$ cat src/rtl/mbrp_pkg.sv
// Modbus RTU request parser: shared constants, codes and helper functions.
// Used by the channel interfaces and the top level; no dependencies.
package mbrp_pkg;

    localparam int BYTE_W = 8;
    localparam int WORD_W = 16;
    localparam int EN_W   = 12;
    localparam int EXC_W  = 2;

    localparam int MAX_FRAME_BYTES_DEF = 256;
    localparam int MAX_READ_REGISTERS  = 125;

    localparam logic [15:0] CRC_INIT = 16'hFFFF;
    localparam logic [15:0] CRC_POLY = 16'hA001;

    // Function codes, as held in the 16-bit code register
    localparam logic [15:0] FC_READ_COILS     = 16'h0001;
    localparam logic [15:0] FC_READ_DISCRETE  = 16'h0002;
    localparam logic [15:0] FC_READ_HOLDING   = 16'h0003;
    localparam logic [15:0] FC_READ_INPUT     = 16'h0004;
    localparam logic [15:0] FC_WRITE_COIL     = 16'h0005;
    localparam logic [15:0] FC_WRITE_REG      = 16'h0006;
    localparam logic [15:0] FC_READ_EXC_STAT  = 16'h0007;
    localparam logic [15:0] FC_WRITE_COILS    = 16'h000F;
    localparam logic [15:0] FC_WRITE_REGS     = 16'h0010;
    localparam logic [15:0] FC_MASK_WRITE     = 16'h0016;
    localparam logic [15:0] FC_READ_WRITE     = 16'h0017;
    localparam logic [15:0] FC_DEV_ID         = 16'h2B0E;

    // Codes that carry a subfunction byte
    localparam logic [7:0] FC_DIAGNOSTICS = 8'h08;
    localparam logic [7:0] FC_MEI         = 8'h2B;

    localparam logic [15:0] COIL_ON  = 16'hFF00;
    localparam logic [15:0] COIL_OFF = 16'h0000;

    // Enable register bit positions
    localparam int EN_READ_COILS    = 0;
    localparam int EN_READ_DISCRETE = 1;
    localparam int EN_READ_HOLDING  = 2;
    localparam int EN_READ_INPUT    = 3;
    localparam int EN_WRITE_COIL    = 4;
    localparam int EN_WRITE_REG     = 5;
    localparam int EN_READ_EXC_STAT = 6;
    localparam int EN_WRITE_COILS   = 7;
    localparam int EN_WRITE_REGS    = 8;
    localparam int EN_MASK_WRITE    = 9;
    localparam int EN_READ_WRITE    = 10;

    // Exception codes
    localparam logic [EXC_W-1:0] EXC_NONE             = 2'd0;
    localparam logic [EXC_W-1:0] EXC_ILLEGAL_FUNCTION = 2'd1;
    localparam logic [EXC_W-1:0] EXC_ILLEGAL_ADDRESS  = 2'd2;
    localparam logic [EXC_W-1:0] EXC_ILLEGAL_VALUE    = 2'd3;

    // Result kinds
    localparam logic KIND_PAYLOAD = 1'b0;
    localparam logic KIND_SUMMARY = 1'b1;

    // One byte of the reflected CRC-16, bit at a time
    function automatic logic [15:0] crc16_update(input logic [15:0] crc, input logic [7:0] b);
        logic [15:0] c;
        c = crc ^ {8'h00, b};
        for (int i = 0; i < 8; i++) begin
            c = c[0] ? ((c >> 1) ^ CRC_POLY) : (c >> 1);
        end
        return c;
    endfunction

    // Data bytes in each function's fixed header
    function automatic logic [3:0] fixed_len(input logic [15:0] code);
        logic [3:0] n;
        unique case (code) inside
            FC_READ_COILS, FC_READ_DISCRETE, FC_READ_HOLDING, FC_READ_INPUT,
            FC_WRITE_COIL, FC_WRITE_REG:   n = 4'd4;
            FC_WRITE_COILS, FC_WRITE_REGS: n = 4'd5;
            FC_MASK_WRITE:                 n = 4'd6;
            FC_READ_WRITE:                 n = 4'd9;
            FC_DEV_ID:                     n = 4'd2;
            default:                       n = 4'd0;
        endcase
        return n;
    endfunction

endpackage

$ cat src/rtl/mbrp_if.sv
// Valid/ready channel interfaces: received bytes in, parser results out.
// Depends on mbrp_pkg for field widths.
interface mbrp_in_if import mbrp_pkg::*; ();
    logic              valid;
    logic              ready;
    logic [BYTE_W-1:0] rx_byte;
    logic              frame_end;

    modport source (output valid, output rx_byte, output frame_end, input ready);
    modport sink   (input valid, input rx_byte, input frame_end, output ready);
endinterface

interface mbrp_res_if import mbrp_pkg::*; ();
    logic              valid;
    logic              ready;
    logic              kind;
    logic [BYTE_W-1:0] payload_byte;
    logic              frame_ok;
    logic [EXC_W-1:0]  exception_code;
    logic [BYTE_W-1:0] slave_id;
    logic [WORD_W-1:0] function_code;
    logic [WORD_W-1:0] word_a;
    logic [WORD_W-1:0] word_b;
    logic [WORD_W-1:0] word_c;
    logic [WORD_W-1:0] word_d;
    logic [BYTE_W-1:0] byte_count;
    logic              last_of_run;

    modport source (
        output valid, output kind, output payload_byte, output frame_ok,
        output exception_code, output slave_id, output function_code,
        output word_a, output word_b, output word_c, output word_d,
        output byte_count, output last_of_run, input ready
    );
    modport sink (
        input valid, input kind, input payload_byte, input frame_ok,
        input exception_code, input slave_id, input function_code,
        input word_a, input word_b, input word_c, input word_d,
        input byte_count, input last_of_run, output ready
    );
endinterface

$ cat src/rtl/modbus_rtu_request_parser.sv
// Modbus RTU request parser top level: CRC check, header decode, payload pass-on.
// Depends on mbrp_pkg and the channel interfaces in mbrp_if.sv.
//
// Usage
//   i_rx  : one received byte per item, frame_end set on the frame's last byte.
//   o_res : payload items (kind 0) for data bytes past the fixed header, and
//           one summary item (kind 1) per frame with the decoded header words
//           and the exception code. last_of_run marks the final item that an
//           input byte causes.
//   i_cfg_we / i_cfg_data : writes the function enable mask; write only while idle.
// Timing
//   An item is held in the input register, then its results go into a two-entry
//   result queue once they fit; o_res shows the head of the queue.
//   One byte per cycle is sustained while o_res.ready is high; the two results
//   of a frame's last byte fill the queue, which drains on the next frame's
//   opening bytes (they give none), so the input never waits.
//   The two most recent bytes are held back, so the CRC is never passed on.
// Reset
//   Synchronous, active low. Clears the queue, the frame state and the enable
//   mask (all functions disabled except device identification).
// Stall
//   With o_res.ready low the queue fills and i_rx.ready drops; nothing is lost.
module modbus_rtu_request_parser
    import mbrp_pkg::*;
#(
    parameter int MAX_FRAME_BYTES = MAX_FRAME_BYTES_DEF
) (
    input  logic            i_clk,
    input  logic            i_rst_n,
    input  logic            i_cfg_we,
    input  logic [EN_W-1:0] i_cfg_data,
    mbrp_in_if.sink         i_rx,
    mbrp_res_if.source      o_res
);

    localparam int POS_W = $clog2(MAX_FRAME_BYTES + 1);

    typedef struct packed {
        logic              kind;
        logic [BYTE_W-1:0] payload_byte;
        logic              frame_ok;
        logic [EXC_W-1:0]  exception_code;
        logic [BYTE_W-1:0] slave_id;
        logic [WORD_W-1:0] function_code;
        logic [WORD_W-1:0] word_a;
        logic [WORD_W-1:0] word_b;
        logic [WORD_W-1:0] word_c;
        logic [WORD_W-1:0] word_d;
        logic [BYTE_W-1:0] byte_count;
        logic              last_of_run;
    } t_result;

    // ---- configuration ----
    logic [EN_W-1:0] r_en;

    // ---- input register ----
    logic              r_in_vld;
    logic [BYTE_W-1:0] r_in_byte;
    logic              r_in_end;

    // ---- frame state ----
    logic [15:0]             r_crc,   n_crc;
    logic [POS_W-1:0]        r_pos,   n_pos;
    logic [BYTE_W-1:0]       r_dly0,  r_dly1;
    logic [3:0][WORD_W-1:0]  r_hdr,   n_hdr;
    logic [BYTE_W-1:0]       r_id,    n_id;
    logic [WORD_W-1:0]       r_code,  n_code;
    logic [BYTE_W-1:0]       r_count, n_count;
    logic                    r_ovf,   n_ovf;

    // ---- result queue ----
    t_result    r_q [2];
    t_result    n_q0, n_q1;
    logic [1:0] r_cnt, n_cnt;

    // ---- decode ----
    logic [POS_W-1:0] w_q, w_k;
    logic             w_hl3, w_pay;
    t_result          w_pres, w_sres, w_first;

    // ---- summary ----
    logic             w_ok, w_fn_en, w_short;
    logic [3:0]       w_fl, w_lim;
    logic [EXC_W-1:0] w_exc;
    logic [WORD_W-1:0] w_wa, w_wb, w_wc, w_wd;
    logic [BYTE_W-1:0] w_bc;

    // ---- flow ----
    logic       w_pop, w_fit, w_adv;
    logic [1:0] w_new, w_rem;

    // Byte handling: CRC, position, and the byte confirmed two places back
    always_comb begin
        n_crc   = crc16_update(r_crc, r_in_byte);
        n_ovf   = r_ovf | (r_pos >= POS_W'(MAX_FRAME_BYTES));
        n_pos   = (r_pos < POS_W'(MAX_FRAME_BYTES)) ? r_pos + POS_W'(1) : r_pos;
        n_hdr   = r_hdr;
        n_id    = r_id;
        n_code  = r_code;
        n_count = r_count;
        w_pay   = 1'b0;
        w_q     = r_pos - POS_W'(2);
        // header is three bytes long once a subfunction follows the code
        w_hl3   = (r_code[15:8] != '0) || (r_code == {8'h00, FC_DIAGNOSTICS})
                  || (r_code == {8'h00, FC_MEI});
        w_k     = w_q - (w_hl3 ? POS_W'(3) : POS_W'(2));
        if (r_pos >= POS_W'(2)) begin
            if (w_q == '0) begin
                n_id   = r_dly1;
                n_code = '0;
            end else if (w_q == POS_W'(1)) begin
                n_code = {8'h00, r_dly1};
            end else if (w_q == POS_W'(2) && w_hl3) begin
                n_code = {r_code[7:0], r_dly1};
            end else begin
                // big-endian pairs into the header words, ninth byte is the count
                if (w_k < POS_W'(8)) begin
                    if (w_k[0]) begin
                        n_hdr[w_k[2:1]][7:0] = r_dly1;
                    end else begin
                        n_hdr[w_k[2:1]][15:8] = r_dly1;
                    end
                end else if (w_k == POS_W'(8)) begin
                    n_count = r_dly1;
                end
                w_pay = (w_k >= POS_W'(fixed_len(r_code)));
            end
        end
    end

    // Frame summary, from the state as it stands after this byte
    always_comb begin
        w_ok  = (n_crc == '0) && (n_pos >= POS_W'(4)) && !n_ovf;
        w_fl  = fixed_len(n_code);
        w_lim = ((n_code[15:8] != '0) ? 4'd3 : 4'd2) + 4'd2 + w_fl;
        w_short = (w_fl != '0) && (n_pos < POS_W'(w_lim));

        unique case (n_code) inside
            FC_READ_COILS:    w_fn_en = r_en[EN_READ_COILS];
            FC_READ_DISCRETE: w_fn_en = r_en[EN_READ_DISCRETE];
            FC_READ_HOLDING:  w_fn_en = r_en[EN_READ_HOLDING];
            FC_READ_INPUT:    w_fn_en = r_en[EN_READ_INPUT];
            FC_WRITE_COIL:    w_fn_en = r_en[EN_WRITE_COIL];
            FC_WRITE_REG:     w_fn_en = r_en[EN_WRITE_REG];
            FC_READ_EXC_STAT: w_fn_en = r_en[EN_READ_EXC_STAT];
            FC_WRITE_COILS:   w_fn_en = r_en[EN_WRITE_COILS];
            FC_WRITE_REGS:    w_fn_en = r_en[EN_WRITE_REGS];
            FC_MASK_WRITE:    w_fn_en = r_en[EN_MASK_WRITE];
            FC_READ_WRITE:    w_fn_en = r_en[EN_READ_WRITE];
            default:          w_fn_en = 1'b0;
        endcase

        w_exc = EXC_NONE;
        w_wa  = '0;
        w_wb  = '0;
        w_wc  = '0;
        w_wd  = '0;
        w_bc  = '0;
        if (n_code == FC_DEV_ID) begin
            // device identification is always served
            w_wa = {8'h00, n_hdr[0][15:8]};
            w_wb = {8'h00, n_hdr[0][7:0]};
        end else if (!w_fn_en) begin
            w_exc = EXC_ILLEGAL_FUNCTION;
        end else begin
            unique case (n_code) inside
                FC_READ_COILS, FC_READ_DISCRETE: begin
                    w_wa = n_hdr[0];
                    w_wb = n_hdr[1];
                    if (n_hdr[1] == '0) w_exc = EXC_ILLEGAL_ADDRESS;
                end
                FC_READ_HOLDING, FC_READ_INPUT: begin
                    w_wa = n_hdr[0];
                    w_wb = n_hdr[1];
                    if (n_hdr[1] == '0 || n_hdr[1] > WORD_W'(MAX_READ_REGISTERS))
                        w_exc = EXC_ILLEGAL_ADDRESS;
                end
                FC_WRITE_COIL: begin
                    w_wa = n_hdr[0];
                    w_wb = {15'd0, n_hdr[1][15:8] != '0};
                    if (n_hdr[1] != COIL_ON && n_hdr[1] != COIL_OFF)
                        w_exc = EXC_ILLEGAL_VALUE;
                end
                FC_WRITE_REG: begin
                    w_wa = n_hdr[0];
                    w_wb = n_hdr[1];
                end
                FC_WRITE_COILS, FC_WRITE_REGS: begin
                    w_wa = n_hdr[0];
                    w_wb = n_hdr[1];
                    w_bc = n_hdr[2][15:8];
                end
                FC_MASK_WRITE: begin
                    w_wa = n_hdr[0];
                    w_wb = n_hdr[1];
                    w_wc = n_hdr[2] & ~n_hdr[1];
                end
                FC_READ_WRITE: begin
                    w_wa = n_hdr[0];
                    w_wb = n_hdr[1];
                    w_wc = n_hdr[2];
                    w_wd = n_hdr[3];
                    w_bc = n_count;
                end
                default: ;
            endcase
        end
        // header cut short
        if (w_exc == EXC_NONE && w_short) w_exc = EXC_ILLEGAL_VALUE;

        w_sres             = '0;
        w_sres.kind        = KIND_SUMMARY;
        w_sres.last_of_run = 1'b1;
        if (!w_ok) begin
            w_sres.exception_code = EXC_ILLEGAL_VALUE;
        end else begin
            w_sres.frame_ok       = 1'b1;
            w_sres.exception_code = w_exc;
            w_sres.slave_id       = n_id;
            w_sres.function_code  = n_code;
            w_sres.word_a         = w_wa;
            w_sres.word_b         = w_wb;
            w_sres.word_c         = w_wc;
            w_sres.word_d         = w_wd;
            w_sres.byte_count     = w_bc;
        end

        w_pres              = '0;
        w_pres.kind         = KIND_PAYLOAD;
        w_pres.payload_byte = r_dly1;
        w_pres.last_of_run  = !r_in_end;
    end

    // Queue flow: the input register advances only when its results fit
    always_comb begin
        w_pop   = (r_cnt != '0) && o_res.ready;
        w_rem   = r_cnt - {1'b0, w_pop};
        w_new   = {1'b0, w_pay} + {1'b0, r_in_end};
        w_fit   = ({1'b0, w_rem} + {1'b0, w_new}) <= 3'd2;
        w_adv   = r_in_vld && w_fit;
        w_first = w_pay ? w_pres : w_sres;
        n_cnt   = w_rem + (w_adv ? w_new : 2'd0);
        n_q0    = (w_rem == 2'd0) ? w_first : (w_pop ? r_q[1] : r_q[0]);
        unique case (w_rem)
            2'd0:    n_q1 = w_sres;
            2'd1:    n_q1 = w_first;
            default: n_q1 = r_q[1];
        endcase
    end

    assign i_rx.ready = !r_in_vld || w_adv;

    always_ff @(posedge i_clk) begin
        if (!i_rst_n) begin
            r_en     <= '0;
            r_in_vld <= 1'b0;
            r_cnt    <= '0;
            r_crc    <= CRC_INIT;
            r_pos    <= '0;
            r_dly0   <= '0;
            r_dly1   <= '0;
            r_hdr    <= '0;
            r_id     <= '0;
            r_code   <= '0;
            r_count  <= '0;
            r_ovf    <= 1'b0;
        end else begin
            if (i_cfg_we) r_en <= i_cfg_data;
            r_in_vld <= (i_rx.valid && i_rx.ready) || (r_in_vld && !w_adv);
            r_cnt    <= n_cnt;
            if (w_adv) begin
                if (r_in_end) begin
                    // frame done: back to the idle frame state
                    r_crc   <= CRC_INIT;
                    r_pos   <= '0;
                    r_dly0  <= '0;
                    r_dly1  <= '0;
                    r_hdr   <= '0;
                    r_id    <= '0;
                    r_code  <= '0;
                    r_count <= '0;
                    r_ovf   <= 1'b0;
                end else begin
                    r_crc   <= n_crc;
                    r_pos   <= n_pos;
                    r_dly0  <= r_in_byte;
                    r_dly1  <= r_dly0;
                    r_hdr   <= n_hdr;
                    r_id    <= n_id;
                    r_code  <= n_code;
                    r_count <= n_count;
                    r_ovf   <= n_ovf;
                end
            end
        end
    end

    // Payload registers: no reset needed
    always_ff @(posedge i_clk) begin
        if (i_rx.valid && i_rx.ready) begin
            r_in_byte <= i_rx.rx_byte;
            r_in_end  <= i_rx.frame_end;
        end
        r_q[0] <= n_q0;
        r_q[1] <= n_q1;
    end

    assign o_res.valid          = (r_cnt != '0);
    assign o_res.kind           = r_q[0].kind;
    assign o_res.payload_byte   = r_q[0].payload_byte;
    assign o_res.frame_ok       = r_q[0].frame_ok;
    assign o_res.exception_code = r_q[0].exception_code;
    assign o_res.slave_id       = r_q[0].slave_id;
    assign o_res.function_code  = r_q[0].function_code;
    assign o_res.word_a         = r_q[0].word_a;
    assign o_res.word_b         = r_q[0].word_b;
    assign o_res.word_c         = r_q[0].word_c;
    assign o_res.word_d         = r_q[0].word_d;
    assign o_res.byte_count     = r_q[0].byte_count;
    assign o_res.last_of_run    = r_q[0].last_of_run;

    // ---- assertions ----
    a_queue_bound : assert property (@(posedge i_clk) disable iff (!i_rst_n)
        r_cnt <= 2'd2)
        else $error("result queue over capacity");

    a_frame_clear : assert property (@(posedge i_clk) disable iff (!i_rst_n)
        (w_adv && r_in_end) |=> (r_pos == '0 && r_crc == CRC_INIT && r_code == '0))
        else $error("frame state not cleared after frame end");

    a_bad_frame : assert property (@(posedge i_clk) disable iff (!i_rst_n)
        (o_res.valid && o_res.kind && !o_res.frame_ok)
        |-> (o_res.exception_code == EXC_ILLEGAL_VALUE && o_res.slave_id == '0))
        else $error("bad frame summary not flagged");

    a_summary_last : assert property (@(posedge i_clk) disable iff (!i_rst_n)
        (o_res.valid && o_res.kind) |-> o_res.last_of_run)
        else $error("summary not last of its run");

endmodule

$ cat src/flat_wrapper.sv
// flat-port wrapper written by rule: the top's interface ports become plain ports
module modbus_rtu_request_parser_flat import mbrp_pkg::*;
#(
    parameter int MAX_FRAME_BYTES = MAX_FRAME_BYTES_DEF
)
  (i_clk, i_rst_n, i_cfg_we, i_cfg_data, i_rx_valid, i_rx_rx_byte, i_rx_frame_end, i_rx_ready, o_res_valid, o_res_kind, o_res_payload_byte, o_res_frame_ok, o_res_exception_code, o_res_slave_id, o_res_function_code, o_res_word_a, o_res_word_b, o_res_word_c, o_res_word_d, o_res_byte_count, o_res_last_of_run, o_res_ready);
  mbrp_in_if i_rx_i ();
  mbrp_res_if o_res_i ();
  input  logic i_clk;
  input  logic i_rst_n;
  input  logic i_cfg_we;
  input  logic [EN_W-1:0] i_cfg_data;
  input wire logic [$bits(i_rx_i.valid)-1:0] i_rx_valid;
  input wire logic [$bits(i_rx_i.rx_byte)-1:0] i_rx_rx_byte;
  input wire logic [$bits(i_rx_i.frame_end)-1:0] i_rx_frame_end;
  output wire logic [$bits(i_rx_i.ready)-1:0] i_rx_ready;
  output wire logic [$bits(o_res_i.valid)-1:0] o_res_valid;
  output wire logic [$bits(o_res_i.kind)-1:0] o_res_kind;
  output wire logic [$bits(o_res_i.payload_byte)-1:0] o_res_payload_byte;
  output wire logic [$bits(o_res_i.frame_ok)-1:0] o_res_frame_ok;
  output wire logic [$bits(o_res_i.exception_code)-1:0] o_res_exception_code;
  output wire logic [$bits(o_res_i.slave_id)-1:0] o_res_slave_id;
  output wire logic [$bits(o_res_i.function_code)-1:0] o_res_function_code;
  output wire logic [$bits(o_res_i.word_a)-1:0] o_res_word_a;
  output wire logic [$bits(o_res_i.word_b)-1:0] o_res_word_b;
  output wire logic [$bits(o_res_i.word_c)-1:0] o_res_word_c;
  output wire logic [$bits(o_res_i.word_d)-1:0] o_res_word_d;
  output wire logic [$bits(o_res_i.byte_count)-1:0] o_res_byte_count;
  output wire logic [$bits(o_res_i.last_of_run)-1:0] o_res_last_of_run;
  input wire logic [$bits(o_res_i.ready)-1:0] o_res_ready;
  assign i_rx_i.valid = i_rx_valid;
  assign i_rx_i.rx_byte = i_rx_rx_byte;
  assign i_rx_i.frame_end = i_rx_frame_end;
  assign i_rx_ready = i_rx_i.ready;
  assign o_res_valid = o_res_i.valid;
  assign o_res_kind = o_res_i.kind;
  assign o_res_payload_byte = o_res_i.payload_byte;
  assign o_res_frame_ok = o_res_i.frame_ok;
  assign o_res_exception_code = o_res_i.exception_code;
  assign o_res_slave_id = o_res_i.slave_id;
  assign o_res_function_code = o_res_i.function_code;
  assign o_res_word_a = o_res_i.word_a;
  assign o_res_word_b = o_res_i.word_b;
  assign o_res_word_c = o_res_i.word_c;
  assign o_res_word_d = o_res_i.word_d;
  assign o_res_byte_count = o_res_i.byte_count;
  assign o_res_last_of_run = o_res_i.last_of_run;
  assign o_res_i.ready = o_res_ready;
  modbus_rtu_request_parser #(.MAX_FRAME_BYTES(MAX_FRAME_BYTES)) u_core (.i_clk(i_clk), .i_rst_n(i_rst_n), .i_cfg_we(i_cfg_we), .i_cfg_data(i_cfg_data), .i_rx(i_rx_i), .o_res(o_res_i));
endmodule
$ cat config.mk
export PLATFORM = sky130hd
export DESIGN_NAME = modbus_rtu_request_parser_flat
export DESIGN_NICKNAME = d
export VERILOG_FILES = /design/src/rtl/mbrp_pkg.sv /design/src/rtl/mbrp_if.sv /design/src/rtl/modbus_rtu_request_parser.sv /design/src/flat_wrapper.sv
export SDC_FILE = /design/constraint.sdc
export NUM_CORES = 1
export LEC_CHECK = 0
export ABC_AREA = 1
export BUFFER_PORTS_ARGS = -buffer_cell sky130_fd_sc_hd__buf_2
export CAP_MARGIN = 20
export CELL_PAD_IN_SITES_DETAIL_PLACEMENT = 1
export CELL_PAD_IN_SITES_GLOBAL_PLACEMENT = 2
export CORE_ASPECT_RATIO = 1.2
export CORE_UTILIZATION = 34
export CTS_CLUSTER_SIZE = 30
export DETAILED_ROUTE_END_ITERATION = 8
export PLACE_DENSITY_LB_ADDON = 0.3
export SLEW_MARGIN = 0
export SYNTH_ARGS = -nofsm -noshare
export SYNTH_HDL_FRONTEND = slang
export SYNTH_SLANG_ARGS = --single-unit
$ cat constraint.sdc
create_clock -name i_clk -period 5.2 [get_ports i_clk]
set_input_delay 1.04 -clock i_clk [delete_from_list [all_inputs] [get_ports i_clk]]
set_output_delay 1.04 -clock i_clk [all_outputs]
set_load 0.01 [all_outputs]
Word level (Yosys, flattened, before mapping). Memories as Yosys holds them, arrays and structs flattened. Index checks and enable logic that the tools add are counted. Widths: inputs -> output; s select.

Add/subtract/negate cells: 9. Multipliers: 0. Multiplexer cells: 85. Divide/modulo/power cells: 0. Reductions and logical operators: 39. Order comparisons: 11. Shift operators: 0. Bitwise gates (word level): 12. Equality and inequality tests: 30.

Operators with widths (number): $mux 64 (7); $mux 16 (25); $mux 109 (3); $pmux 109 s2 (1); $bwmux 64 (2); $mux 8 (15); $eq 16x3->1 const B (7); $eq 16x5->1 const B (6); $mux 96 (1); $demux 16 s2 (2); $eq 16x2->1 const B (4); $pmux 16 s2 (2); $eq 16x4->1 const B (3); $pmux 4 s5 (2); $eq 16x1->1 const B (2); $eq 16x14->1 const B (2); $logic_not 16->1 (2); $not 2->3 (8); $reduce_bool 8->1 (3); $mux 9 (2); $and 16x16->16 (1); $eq 16x6->1 const B (1); $gt 16x7->1 const B (1); $mux 2 (8); other kinds (44) (76).

Flip-flop bits (word level): 161. ROM bits: 0. Output and inout port bits: 111. Bits of input ports: 26. Memory bits (writable): 218. Memories: 1. Bits in latches: 0.

Memories: u_core.r_q (depth 2, width 109, read ports 2, clocked after Yosys merged registers in 0, write ports 2, line modbus_rtu_request_parser.sv:72) `t_result r_q [2];`.

Logic depth before layout (Yosys ltp).
Depth in word-level cells: 28. Gate-level depth with buffers: 35.

Least setup slack after synthesis. OpenSTA, ideal clock, no wires.

Kind: input to register. Start: input o_res_ready. End: memory u_core.r_q[0][0] in the netlist's numbering (enable). Slack: -0.030 ns. Arrival: 4.247 ns. Data required time: 4.217 ns. Cell stages on the path: 10. Cell sequence: nand2_1 > inv_1 > ha_1 > or2_2 > nand2_1 > nor2_1 > inv_1 > clkbuf_1 > clkbuf_1 > nand2_1.

RTL lines: start, declared (line flat_wrapper.sv:30) `input wire logic [$bits(o_res_i.ready)-1:0] o_res_ready;`; end, declared (line modbus_rtu_request_parser.sv:72).

Final worst setup path.
Start: register u_core.r_code[13]. End: output i_rx_ready.

Word-level cells in the longest chain between the ends: 17. Elaborated cells on any way between the ends: 36.

Ends and longest elaborated chain: start, declared (line modbus_rtu_request_parser.sv:67) `logic [WORD_W-1:0] r_code, n_code;`; start signal, assigned (line modbus_rtu_request_parser.sv:290) `r_code <= n_code;`; $eq 16x3->1 (tied with other cells) (line modbus_rtu_request_parser.sv:126) `w_pay = (w_k >= POS_W'(fixed_len(r_code)));`; $reduce_or 6->1 / $reduce_or 2->1 (equally long branches) (line mbrp_pkg.sv:73) `unique case (code) inside`; $pmux 4 s5 (line mbrp_pkg.sv:73); $mux 4 (line modbus_rtu_request_parser.sv:113) `end else if (w_q == POS_W'(2) && w_hl3) begin`; $mux 4 (line modbus_rtu_request_parser.sv:111) `end else if (w_q == POS_W'(1)) begin`; $mux 4 (line modbus_rtu_request_parser.sv:108) `if (w_q == '0) begin`; $mux 4 (line modbus_rtu_request_parser.sv:107) `if (r_pos >= POS_W'(2)) begin`; $ge 9x4->1 (line modbus_rtu_request_parser.sv:126); $mux 1 (*) (line modbus_rtu_request_parser.sv:113); $mux 1 (*) (line modbus_rtu_request_parser.sv:111); $mux 1 (*) (line modbus_rtu_request_parser.sv:108); $mux 1 (*) (line modbus_rtu_request_parser.sv:107); $add 1x1->2 (*) (line modbus_rtu_request_parser.sv:238) `w_new = {1'b0, w_pay} + {1'b0, r_in_end};`; $add 2x2->3 (*) (line modbus_rtu_request_parser.sv:239) `w_fit = ({1'b0, w_rem} + {1'b0, w_new}) <= 3'd2;`; $le 3x2->1 (*) (line modbus_rtu_request_parser.sv:239); $logic_and 1x1->1 (*) (line modbus_rtu_request_parser.sv:240) `w_adv = r_in_vld && w_fit;`; $logic_or 1x1->1 (*) (line modbus_rtu_request_parser.sv:251) `assign i_rx.ready = !r_in_vld || w_adv;`; end, declared (line flat_wrapper.sv:16) `output wire logic [$bits(i_rx_i.ready)-1:0] i_rx_ready;`.

Every way passes the cells marked *; elsewhere a longest branch is shown, timed or not. The select of a mux whose other input is x is not followed.

==> results_dict.tcl <==
set metrics [dict create \
    postRouteAntennaNets 0 \
    fmax_ghz 0.188 \
    grt_use_total_pct 20.4 \
    routed_wl_um 58100 \
    ctsRootBufferMaster "clkbuf_16" \
    fin_ws_ps -120 \
    switching_share_pct 32.9 \
    start_kind "flip-flop" \
    cellPowerDensity_nw_per_um2 467 \
    relSlewSlack_pct 29.0 \
    switchingPower_uw 3400 \
    pwr-share-seq_pct 42.4 \
    drc 0 \
    die_h_um 262 \
    cts_tree "done" \
    drt_iter0_drc 812 \
    initial_core_util_pct 34.6 \
    avgSynthCellArea_um2 8.53 \
    clk_latency_ps 580 \
    drive_gt1_share_pct 21.0 \
    clkPwrFrac_pct 32.1 \
    hold_class "reg2reg" \
    violations "negative setup slack" \
    vias 15247 \
    n_antenna_cell 0 \
    cp-startpoint "u_core.r_code[13]$_SDFFE_PN0P_" \
    nets 2365 \
    dp_cells 2969 \
    ff2ff_path_depth 39 \
    worstPathArrival_ps 4280 \
    tns_ps -120 \
    first_global_vias 15908 \
    dr.pass1.iters 5 \
    htreeDepth 2 \
    cts_max_path_buffers 3 \
    gp_congestion 0.844 \
    critPathRequiredTime_ps 4160 \
    post-route-period-util_pct 102 \
    die_w_um 218 \
    grt_start_max_net_pins 72 \
    synth_fp_nets 2290 \
    r2r_end "u_core.r_in_vld$_SDFF_PN0_" \
    overflow 0 \
    async_flop_share_pct 0 \
    post_dp_cell_area_um2 20200 \
    cts_buffers 44 \
    syn_area_um2 19100 \
    cp_max_fo 2 \
    max_cap_viol_count 0 \
    ioPinCount 137 \
    dp_slack_ps 52.5 \
    vdd.ir_drop.worst_uv 321 \
    antenna_found_initial 0 \
    grt_pass1_wl_um 90500 \
    clock_sinks 379 \
    leakage_uw 0.00886 \
    yosys.cell_types.count 55 \
    rows 94 \
    power.internal_uw 6950 \
    routedWlPerCell_um 18.9 \
    finalHoldViolCount 0 \
    slew_viol_final 0 \
    layout.cells.non_filler 3069 \
    core_um2 55200 \
    rsz0062_at_grt "yes" \
    worstSetupEndpointType "output pin" \
    status "complete, but fails checks" \
    area_growth_pct 16.0 \
    fin_area_um2 22200 \
    ys_seq_area_share_pct 51.6 \
    crit_path_end "i_rx_ready" \
    synth-edff-count 227 \
    path_clk_slew_ps 60 \
    skew_ps 26.1 \
    ys_seq_elements 379 \
    die_area_um2 57100 \
    io_buffers 135 \
    yosys_warnings 0 \
    critical_path_class "reg2out" \
    rr_startpoint "u_core.r_code[13]$_SDFFE_PN0P_" \
    viasPerCell 4.97 \
    setup_violations 1 \
    syn_inst 2239 \
    fin_crit_ps 5320 \
    ys.flop_type "edfxtp_1" \
    worst_pin_slew_ps 1060 \
    dpl.hpwl_um 40200 \
    rrSetupSlack_ps 180 \
    p_comb_share_pct 25.5 \
]
==> flip-flops by register name, indices dropped and copies added (netlist names) <==
name / count
u_core.r_crc: 16
u_core.r_code: 16
u_core.r_q: 218
u_core.r_dly0: 8
u_core.r_en: 11
u_core.r_ovf: 1
u_core.r_count: 8
u_core.r_dly1: 8
u_core.r_cnt: 2
u_core.r_in_end: 1
u_core.r_in_vld: 1
u_core.r_hdr: 64
u_core.r_pos: 9
u_core.r_id: 8
u_core.r_in_byte: 8
==> critical path, stage by stage (launching register included) <==
cell	delay, ps
dfxtp_2	320
nor2_2	120
nand2_1	90
nor2_2	170
inv_2	70
nor4_4	160
nand3_1	120
inv_2	90
nand2_2	50
o41ai_2	60
inv_1	80
ha_1	290
a21boi_2	150
o21ai_1	120
nand2_1	80
a21oi_2	120
nand3_1	100
nand2_2	130
inv_2	70
ha_4	280
ha_4	120
inv_2	30
fa_1	520
inv_2	40
nand2_2	60
nand2_2	60
nand2_2	90
buf_6	110
==> through the flow <==
| step | power (µW) | util, % | hold WS (ps) |
|---|---|---|---|
| 2_1_floorplan | 6440 | - | 434 |
| 3_3_place_gp | 6990 | 36.7 | 442 |
| 3_5_place_dp | 7090 | 36.7 | 455 |
| 4_1_cts | 10500 | 39.9 | 465 |
| 5_1_grt | 10900 | 40.2 | 482 |
| 6_report | 10300 | 40.2 | 460 |
==> cells in the mapped netlist (30+ instances only) <==
library cell  instances  area (µm²)
o21ai_1              32         160
nor3_1               30         150
nor2_1              166         623
nand2_1             619        2320
o21ai_0             122         611
edfxtp_1            227        6820
buf_4               107         803
a21oi_1             128         641
inv_1               156         586
or2_2                35         219
dfxtp_1             152        3040
clkbuf_1             92         345
nand3_1              89         445
==> layout by cell type, fill, tap and decap left out, drive strengths merged, types with 2 or more instances in the layout <==
cell type,instances
bufinv,7
a21boi,3
mux2i,7
o21a,11
o22ai,25
nand2,632
buf,253
ha,24
or2,37
edfxtp,227
o21ai,157
clkbuf,54
clkinvlp,2
nor2,183
xnor2,14
xor2,15
nor3,31
dfxtp,152
or4,2
nor4,7
a32o,8
o31ai,33
inv,171
clkinv,19
nand3,106
a21oi,128
nand4,30
a22oi,2
==> metal layers <==
metal	global-route usage [%]	share of wire (%)	wire length [µm]
met4	7.03	3.1	1830
met5	0	0	0
met3	3.01	3.1	1790
met2	35.9	50	29200
met1	25.4	44	25300
==> power groups by stage <==
stage,Combinational (µW),Sequential [µW],Clock [µW]
finish,2640,4390,3320
global route,2920,4450,3520
CTS,2700,4410,3410
detailed placement,2630,4470,0
global placement,2550,4440,0
floorplan,1950,4490,0
==> worst min path at each step <==
stage                                     to                          start  cells past startpoint
4_1_cts        u_core.r_hdr[33]$_SDFFE_PN0P_  u_core.r_hdr[33]$_SDFFE_PN0P_                      2
6_report       u_core.r_hdr[36]$_SDFFE_PN0P_  u_core.r_hdr[36]$_SDFFE_PN0P_                      2
5_1_grt        u_core.r_hdr[24]$_SDFFE_PN0P_  u_core.r_hdr[24]$_SDFFE_PN0P_                      2
3_5_place_dp   u_core.r_hdr[40]$_SDFFE_PN0P_  u_core.r_hdr[40]$_SDFFE_PN0P_                      2
3_3_place_gp       u_core.r_ovf$_SDFFE_PN0P_      u_core.r_ovf$_SDFFE_PN0P_                      2
2_1_floorplan    u_core.r_en[3]$_SDFFE_PN0P_    u_core.r_en[3]$_SDFFE_PN0P_                      2
==> layout make-up <==
| class | instances | area (µm²) |
|---|---|---|
| fill | 6452 | 33000 |
| multi-input combinational | 1464 | 7500 |
| clock inverter | 27 | 335 |
| tap | 720 | 901 |
| inverter | 172 | 651 |
| timing repair buffer | 253 | 1700 |
| sequential | 379 | 9870 |
| clock buffer | 54 | 1210 |
==> timing repair <==
| item | 4_1_cts | 5_1_grt |
|---|---|---|
| endpoints found under the setup margin | 1 | 6 |
| pin swaps | 17 | 16 |
| hold endpoints to repair | 0 | 0 |
| setup buffers | 17 | 3 |
| hold buffers | 0 | 0 |
| resized for setup | 31 | 36 |
==> cells by family (layout without fill, tap and decap cells) <==
family | count (synthesis) | in the layout | synth area share [%]
flip-flops | 379 | 379 | 51.6
buffers and inverters | 396 | 506 | 10.2
adder cells (fa/ha/maj) | 25 | 25 | 1.68
multiplexers | 7 | 7 | 0.367
XOR/XNOR | 29 | 29 | 1.33
AO/OA/AOI/OAI | 373 | 373 | 11.3
AND/OR/NAND/NOR | 1030 | 1030 | 23.5
No activity file was read; power rests on OpenSTA's default activity.
